--- src/hw/rtl/att_pkg.sv ---
// Shared types, character codes and classing functions for the assembly tokeniser.
// No dependencies; used by every module of the block.
`default_nettype none

package att_pkg;

	// Scan state held between items
	typedef enum logic [2:0] {
		ST_IDLE    = 3'd0,
		ST_NEWLINE = 3'd1,
		ST_COMMENT = 3'd2,
		ST_STRING  = 3'd3,
		ST_SYMBOL  = 3'd4
	} scan_state_t;

	// Token kinds
	localparam logic [3:0] KIND_NEWLINE = 4'd0;
	localparam logic [3:0] KIND_PLUS    = 4'd1;
	localparam logic [3:0] KIND_MINUS   = 4'd2;
	localparam logic [3:0] KIND_LPAREN  = 4'd3;
	localparam logic [3:0] KIND_RPAREN  = 4'd4;
	localparam logic [3:0] KIND_DOT     = 4'd5;
	localparam logic [3:0] KIND_COMMA   = 4'd6;
	localparam logic [3:0] KIND_COLON   = 4'd7;
	localparam logic [3:0] KIND_COMMENT = 4'd8;
	localparam logic [3:0] KIND_EOF     = 4'd9;
	localparam logic [3:0] KIND_SYMBOL  = 4'd10;
	localparam logic [3:0] KIND_SKIPPED = 4'd11;

	// Input mode
	localparam logic MODE_BYTE = 1'b0;
	localparam logic MODE_END  = 1'b1;

	// Character codes
	localparam logic [7:0] CH_NUL    = 8'd0;
	localparam logic [7:0] CH_ETX    = 8'd3;
	localparam logic [7:0] CH_TAB    = 8'd9;
	localparam logic [7:0] CH_LF     = 8'd10;
	localparam logic [7:0] CH_CR     = 8'd13;
	localparam logic [7:0] CH_SPACE  = 8'd32;
	localparam logic [7:0] CH_QUOTE  = 8'd34;
	localparam logic [7:0] CH_HASH   = 8'd35;
	localparam logic [7:0] CH_DOLLAR = 8'd36;
	localparam logic [7:0] CH_APOS   = 8'd39;
	localparam logic [7:0] CH_LPAREN = 8'd40;
	localparam logic [7:0] CH_RPAREN = 8'd41;
	localparam logic [7:0] CH_PLUS   = 8'd43;
	localparam logic [7:0] CH_COMMA  = 8'd44;
	localparam logic [7:0] CH_MINUS  = 8'd45;
	localparam logic [7:0] CH_DOT    = 8'd46;
	localparam logic [7:0] CH_DIG_LO = 8'd48;
	localparam logic [7:0] CH_DIG_HI = 8'd57;
	localparam logic [7:0] CH_COLON  = 8'd58;
	localparam logic [7:0] CH_SEMI   = 8'd59;
	localparam logic [7:0] CH_UC_LO  = 8'd65;
	localparam logic [7:0] CH_UC_HI  = 8'd90;
	localparam logic [7:0] CH_UNDER  = 8'd95;
	localparam logic [7:0] CH_BTICK  = 8'd96;
	localparam logic [7:0] CH_LC_LO  = 8'd97;
	localparam logic [7:0] CH_LC_HI  = 8'd122;

	// Item types
	typedef struct packed {
		logic       mode;
		logic [7:0] source_byte;
	} src_item_t;

	typedef struct packed {
		logic [3:0] token_kind;
		logic       token_start;
		logic [7:0] literal_byte;
		logic       byte_kept;
	} tok_item_t;

	function automatic logic is_line_break(input logic [7:0] c);
		return (c == CH_CR) || (c == CH_LF) || (c == CH_SEMI);
	endfunction

	function automatic logic is_blank(input logic [7:0] c);
		return (c == CH_SPACE) || (c == CH_TAB);
	endfunction

	function automatic logic is_symbol_char(input logic [7:0] c);
		logic alpha;
		logic digit;
		logic extra;
		alpha = ((c >= CH_UC_LO) && (c <= CH_UC_HI)) || ((c >= CH_LC_LO) && (c <= CH_LC_HI));
		digit = (c >= CH_DIG_LO) && (c <= CH_DIG_HI);
		extra = (c == CH_DOLLAR) || (c == CH_APOS) || (c == CH_DOT) ||
			(c == CH_UNDER) || (c == CH_BTICK);
		return alpha || digit || extra;
	endfunction

endpackage

`default_nettype wire

--- src/hw/rtl/att_classify.sv ---
// Combinational byte classifier: result item and next scan state for one item.
// Depends on att_pkg.
`default_nettype none

module att_classify
	import att_pkg::*;
(
	input  src_item_t   item,
	input  scan_state_t state,
	output tok_item_t   result,
	output scan_state_t state_nxt
);

	logic [7:0]  c;
	tok_item_t   idle_res;
	scan_state_t idle_nxt;

	assign c = item.source_byte;

	// Classification with no token open
	always_comb begin
		idle_nxt              = ST_IDLE;
		idle_res.token_start  = 1'b1;
		idle_res.literal_byte = c;
		idle_res.byte_kept    = 1'b1;
		idle_res.token_kind   = KIND_SYMBOL;
		if (is_blank(c)) begin
			idle_res.token_kind  = KIND_SKIPPED;
			idle_res.token_start = 1'b0;
			idle_res.byte_kept   = 1'b0;
		end else if (is_line_break(c)) begin
			idle_res.token_kind = KIND_NEWLINE;
			idle_nxt            = ST_NEWLINE;
		end else begin
			unique case (c)
				CH_PLUS:   idle_res.token_kind = KIND_PLUS;
				CH_MINUS:  idle_res.token_kind = KIND_MINUS;
				CH_LPAREN: idle_res.token_kind = KIND_LPAREN;
				CH_RPAREN: idle_res.token_kind = KIND_RPAREN;
				CH_DOT:    idle_res.token_kind = KIND_DOT;
				CH_COMMA:  idle_res.token_kind = KIND_COMMA;
				CH_COLON:  idle_res.token_kind = KIND_COLON;
				CH_HASH: begin
					idle_res.token_kind = KIND_COMMENT;
					idle_nxt            = ST_COMMENT;
				end
				CH_NUL, CH_ETX: idle_res.token_kind = KIND_EOF;
				CH_QUOTE: begin
					idle_res.token_kind = KIND_SYMBOL;
					idle_nxt            = ST_STRING;
				end
				default: begin
					idle_res.token_kind = KIND_SYMBOL;
					idle_nxt            = ST_SYMBOL;
				end
			endcase
		end
	end

	// End-of-input marker, continuation of an open token, else fall back to idle classification
	always_comb begin
		result    = idle_res;
		state_nxt = idle_nxt;
		if (item.mode == MODE_END) begin
			result.token_kind   = KIND_EOF;
			result.token_start  = 1'b1;
			result.literal_byte = CH_ETX;
			result.byte_kept    = 1'b1;
			state_nxt           = ST_IDLE;
		end else begin
			unique case (state)
				ST_NEWLINE: begin
					if (is_line_break(c) || is_blank(c)) begin
						result.token_kind  = KIND_NEWLINE;
						result.token_start = 1'b0;
						result.byte_kept   = 1'b0;
						state_nxt          = ST_NEWLINE;
					end
				end
				ST_COMMENT: begin
					if (!is_line_break(c)) begin
						result.token_kind  = KIND_COMMENT;
						result.token_start = 1'b0;
						result.byte_kept   = 1'b1;
						state_nxt          = ST_COMMENT;
					end
				end
				ST_STRING: begin
					result.token_kind  = KIND_SYMBOL;
					result.token_start = 1'b0;
					result.byte_kept   = 1'b1;
					state_nxt          = (c == CH_QUOTE) ? ST_IDLE : ST_STRING;
				end
				ST_SYMBOL: begin
					if (is_symbol_char(c)) begin
						result.token_kind  = KIND_SYMBOL;
						result.token_start = 1'b0;
						result.byte_kept   = 1'b1;
						state_nxt          = ST_SYMBOL;
					end
				end
				default: ;
			endcase
		end
	end

endmodule

`default_nettype wire

--- src/hw/rtl/assembly_text_tokenizer.sv ---
// Assembly source tokeniser: input register, classifier, scan state and result register.
// Depends on att_pkg and att_classify.
//
// Usage:
//   src channel (src_valid/src_ready/src_item) takes one item per cycle unless stalled:
//   a source byte (mode 0) or an end-of-input marker (mode 1).
//   tok channel (tok_valid/tok_ready/tok_item) returns exactly one tagged item
//   per input item, in order: token kind, token start, the byte, and whether
//   it is kept in the token text.
//   An accepted item goes from the input register through the classifier into
//   the result register when that register is empty or being drained, and is
//   shown on tok_item from then on.
//   Throughput: one item per cycle while tok_ready stays high; the only loop
//   is the 3-bit scan state fed back through the classifier.
//   Reset (arst_n low, asynchronous) empties both registers and sets the scan
//   state to idle between tokens.
//   When the receiver stalls, the result register holds its item, the input
//   register still accepts one more item, and src_ready then drops until the
//   result is taken. No item is lost or repeated.
`default_nettype none

module assembly_text_tokenizer
	import att_pkg::*;
(
	input  wire logic      clk,
	input  wire logic      arst_n,
	input  wire logic      src_valid,
	output      logic      src_ready,
	input  wire src_item_t src_item,
	output      logic      tok_valid,
	input  wire logic      tok_ready,
	output      tok_item_t tok_item
);

	logic        valid_s1;
	src_item_t   item_s1;
	logic        valid_s2;
	tok_item_t   item_s2;
	scan_state_t state_q;
	scan_state_t state_nxt;
	tok_item_t   result;
	logic        advance;

	// Stage 1 moves on when the result register is empty or being drained
	assign advance   = valid_s1 && (!valid_s2 || tok_ready);
	assign src_ready = !valid_s1 || advance;

	att_classify u_classify (
		.item      (item_s1),
		.state     (state_q),
		.result    (result),
		.state_nxt (state_nxt)
	);

	// Control registers
	always_ff @(posedge clk or negedge arst_n) begin
		if (!arst_n) begin
			valid_s1 <= 1'b0;
			valid_s2 <= 1'b0;
			state_q  <= ST_IDLE;
		end else begin
			if (src_ready) begin
				valid_s1 <= src_valid;
			end
			if (advance) begin
				valid_s2 <= 1'b1;
				state_q  <= state_nxt;
			end else if (tok_ready) begin
				valid_s2 <= 1'b0;
			end
		end
	end

	// Payload registers
	always_ff @(posedge clk) begin
		if (src_ready && src_valid) begin
			item_s1 <= src_item;
		end
		if (advance) begin
			item_s2 <= result;
		end
	end

	assign tok_valid = valid_s2;
	assign tok_item  = item_s2;

endmodule

`default_nettype wire

--- config.mk ---
export PLATFORM = sky130hd
export DESIGN_NAME = assembly_text_tokenizer
export DESIGN_NICKNAME = d
export VERILOG_FILES = /design/src/hw/rtl/att_pkg.sv /design/src/hw/rtl/att_classify.sv /design/src/hw/rtl/assembly_text_tokenizer.sv
export SDC_FILE = /design/constraint.sdc
export NUM_CORES = 1
export LEC_CHECK = 0
export CORE_MARGIN = 2
export CORE_UTILIZATION = 26
export DETAILED_ROUTE_END_ITERATION = 10
export DONT_BUFFER_PORTS = 1
export PLACE_DENSITY = 0.41
export SETUP_SLACK_MARGIN = 0.2
export SLEW_MARGIN = 15
export SYNTH_ARGS = -nofsm -noshare
export SYNTH_HDL_FRONTEND = slang
export SYNTH_SLANG_ARGS = --single-unit
--- constraint.sdc ---
create_clock -name clk -period 2 [get_ports clk]
set_clock_uncertainty 0.05 [all_clocks]
set_input_delay 0.4 -clock clk [delete_from_list [all_inputs] [get_ports clk]]
set_output_delay 0.4 -clock clk [all_outputs]
set_load 0.1 [all_outputs]
==> results.toml <==
[global_route]
grt_antenna_before_repair = 0
overflow = 0
met2_usage_pct = 22.2
busiest_layer = "met2"
grt_max_degree = 21
grt_use_met1_pct = 17.0
grt.total_usage_pct = 13.1
gr-usage-met3_pct = 3.05
grt_first_pass_wirelength_mm = 7.47
first_global_vias = 1483

[setup_path]
worst_setup_path_start_kind = "flip-flop"
crit_slowest_cell = "edfxtp_1"
critPathMaxStageDelay_ns = 0.43
critPathKind = "reg2reg"
arrival_ns = 2.15
critPathMaxFanout = 5
worstPathCellList = "or3_4 > o211a_1 > a2111oi_4 > a211oi_2 > a221o_1"
critPathCaptureType = "flip-flop"
worstPathRequired_ns = 1.98

[synth]
synth_area_leaders = "edfxtp_1 41%, dfrtp_1 7.5%, nand2b_1 3.7%"
async_flop_share_pct = 17.9
ys_seq_area_share_pct = 48.6
synth_compound_area_share_pct = 21.0
ys_ff_latch = 28
yosys.cell_types.count = 48
synthCells = 166
synthFlopType = "edfxtp_1"
ys_warn_count = 0
yosys.area_share.xor_xnor_pct = 1.04
yosys.area_share.simple_pct = 24.0
synth_top_family_by_area = "simple AND/OR/NAND/NOR gates"
syn-cell-area_um2 = 1680
synth-edff-count = 23
yosys.area_share.adder_pct = 0
syn_nets = 179
yosysTopAreaCell = "edfxtp_1"
yosysTopAreaCellShare_pct = 41.1
yosys-mux-area-fraction_pct = 0.596
synth_area_per_cell_um2 = 10.1

[floorplanning]
die-height_um = 84.4
core_area_um2 = 6310
io_pins = 29
fp.dieW_um = 84.4
start_util_pct = 26.6
die_area_um2 = 7120
num_rows = 29

[clock_tree]
htreeDepth = 1
cts_tree = "built"
clk_latency_ns = 0.26
clk_pin_slew_ns = 0.10
cts_sinks = 28
cts_buffers = 3
ctsRootBufferMaster = "clkbuf_8"
clock_path_buffers = 2

[sta]
rsz0062_at_grt = "true"
fmax_mhz = 460
tightest_slew_ns = 0.526
layout_setup_ws_ns = -0.172
setup_violations = 8
period_share_pct = 109
hold_viol = 0
relSlewSlack_pct = 65.0
slew_viol_final = 0
min_period_ns = 2.17

[final_layout]
drive_above_1_share_pct = 35.3
final_cells = 284
syn2layout_area_growth_pct = 34.4
fin_nets = 221
fillers = 661
diodes = 0

[detailed_routing]
vias = 1472
drc = 0
drt_iter0_drc = 98
routed_wl_mm = 4.54
vias_per_cell = 5.18
drtAntennaViolNets = 0
routedWlPerCell_um = 16.0
dr.pass1.iters = 4

[outcome]
outcome = "finished, violations left"
violations = "setup timing"

[hold_path]
hp-class = "in2reg"

[pwr]
power_mw = 1.48
peakVddDrop_mv = 0.397
p_per_area_nw_per_um2 = 657
p_leak_nw = 0.854

[place]
dpl.cell_count = 275
gp_congestion = 0.895
hpwl_mm = 3.34
portBuffers = 0

[flow_run]
maxCapViolCount = 0
registers in the layout, indices dropped and copies added (netlist names):
signal     count
state_q        3
item_s1        9
tok_valid      1
valid_s1       1
tok_item      14
report_power, final:
group / internal (mW) / switching [mW]
clock: 0.143 / 0.168
sequential: 0.682 / 0.0331
combinational: 0.140 / 0.317
total: 0.965 / 0.517
worst max-delay path, delay by kind of cell, from the launching register on:
family           cells  cell delay [ns]
AND/OR/NAND/NOR      1             0.42
flip-flops           1             0.43
AO/OA/AOI/OAI        4             1.04
per-stage QoR:
step | cell area (um2) | setup TNS (ns) | hold WS [ns] | setup slack (ns) | util, %
5_1_grt | 2260 | -1.43 | 0.154 | -0.249 | 35.7
3_5_place_dp | 2090 | -0.735 | 0.0546 | -0.181 | 33.1
3_3_place_gp | 2090 | -0.611 | 0.0546 | -0.145 | 33.1
2_1_floorplan | 1720 | -2.36 | 0.0544 | -0.225 | -
4_1_cts | 2240 | -0.612 | 0.168 | -0.165 | 35.5
6_report | 2260 | -0.646 | 0.177 | -0.172 | 35.7
Yosys cell counts (all sizes together) (2+ instances only):
cell type	instances
o31ai	4
buf	6
a2111oi	2
nand2b	10
nand3b	5
or3	3
xnor2	2
dfrtp	5
nor3	5
a31oi	8
nand3	4
o21ai	5
nand2	11
a211oi	3
nor2	9
clkbuf	6
o2111a	2
nor2b	8
nor3b	2
o21bai	2
inv	6
or2	3
a21oi	9
or3b	2
edfxtp	23
a211o	2
and3	2
o21a	2
metal layers:
layer	up-vias	wire (um)	share of wire, %
met5	-	0	0
met4	0	70	1.5
met3	4	246	5.4
met2	46	2300	51
met1	712	1920	42
li1	710	-	-
layout by cell type, fill, tap and decap left out, types with 3 or more instances in the layout:
cell type	n
nor2b_1	8
nand3b_1	5
a31oi_1	6
nor3_1	4
dfrtp_1	4
nand2b_1	10
nor2_1	8
o21ai_0	3
clkbuf_8	3
nand2_1	11
o31ai_1	3
inv_1	6
a21oi_1	9
edfxtp_1	23
buf_4	46
nand3_1	4
final cells by class:
type                    count  area, um2  share of cell area [%]
well taps                  77       96.3                    4.27
flip-flops and latches     28        820                    36.3
inverters                   6       22.5                   0.998
clock buffers               4       45.0                    2.00
multi-input cells         120        895                    39.7
repair buffers             49        378                    16.7
path summary, 6_finish.rpt:
path                                   from          end  slack, ns  cells past startpoint
worst max-delay path             item_s1[3]  tok_item[9]      -0.17                      5
worst min-delay path            src_item[1]   item_s1[1]       0.18                      0
worst max register to register   item_s1[3]  tok_item[9]      -0.17                      5
worst min register to register     valid_s1    tok_valid       0.47                      1
max in group asynchronous            arst_n    tok_valid       1.32                      1
min in group asynchronous            arst_n     valid_s1       0.37                      1
kinds of logic (layout without fill, tap and decap cells):
group / Yosys count / in the layout
simple gates: 70 / 70
compound gates: 47 / 47
flops: 28 / 28
buf+inv: 18 / 59
xor+xnor: 2 / 2
mux: 1 / 1
timing repair:
item,CTS,global route
endpoints found under the hold margin,5,0
endpoints found under the setup margin,9,9
pin swaps,5,0
resized for setup,13,2
hold buffers,1,0
buffers inserted,3,1
No activity file was read; power rests on OpenSTA's default activity.
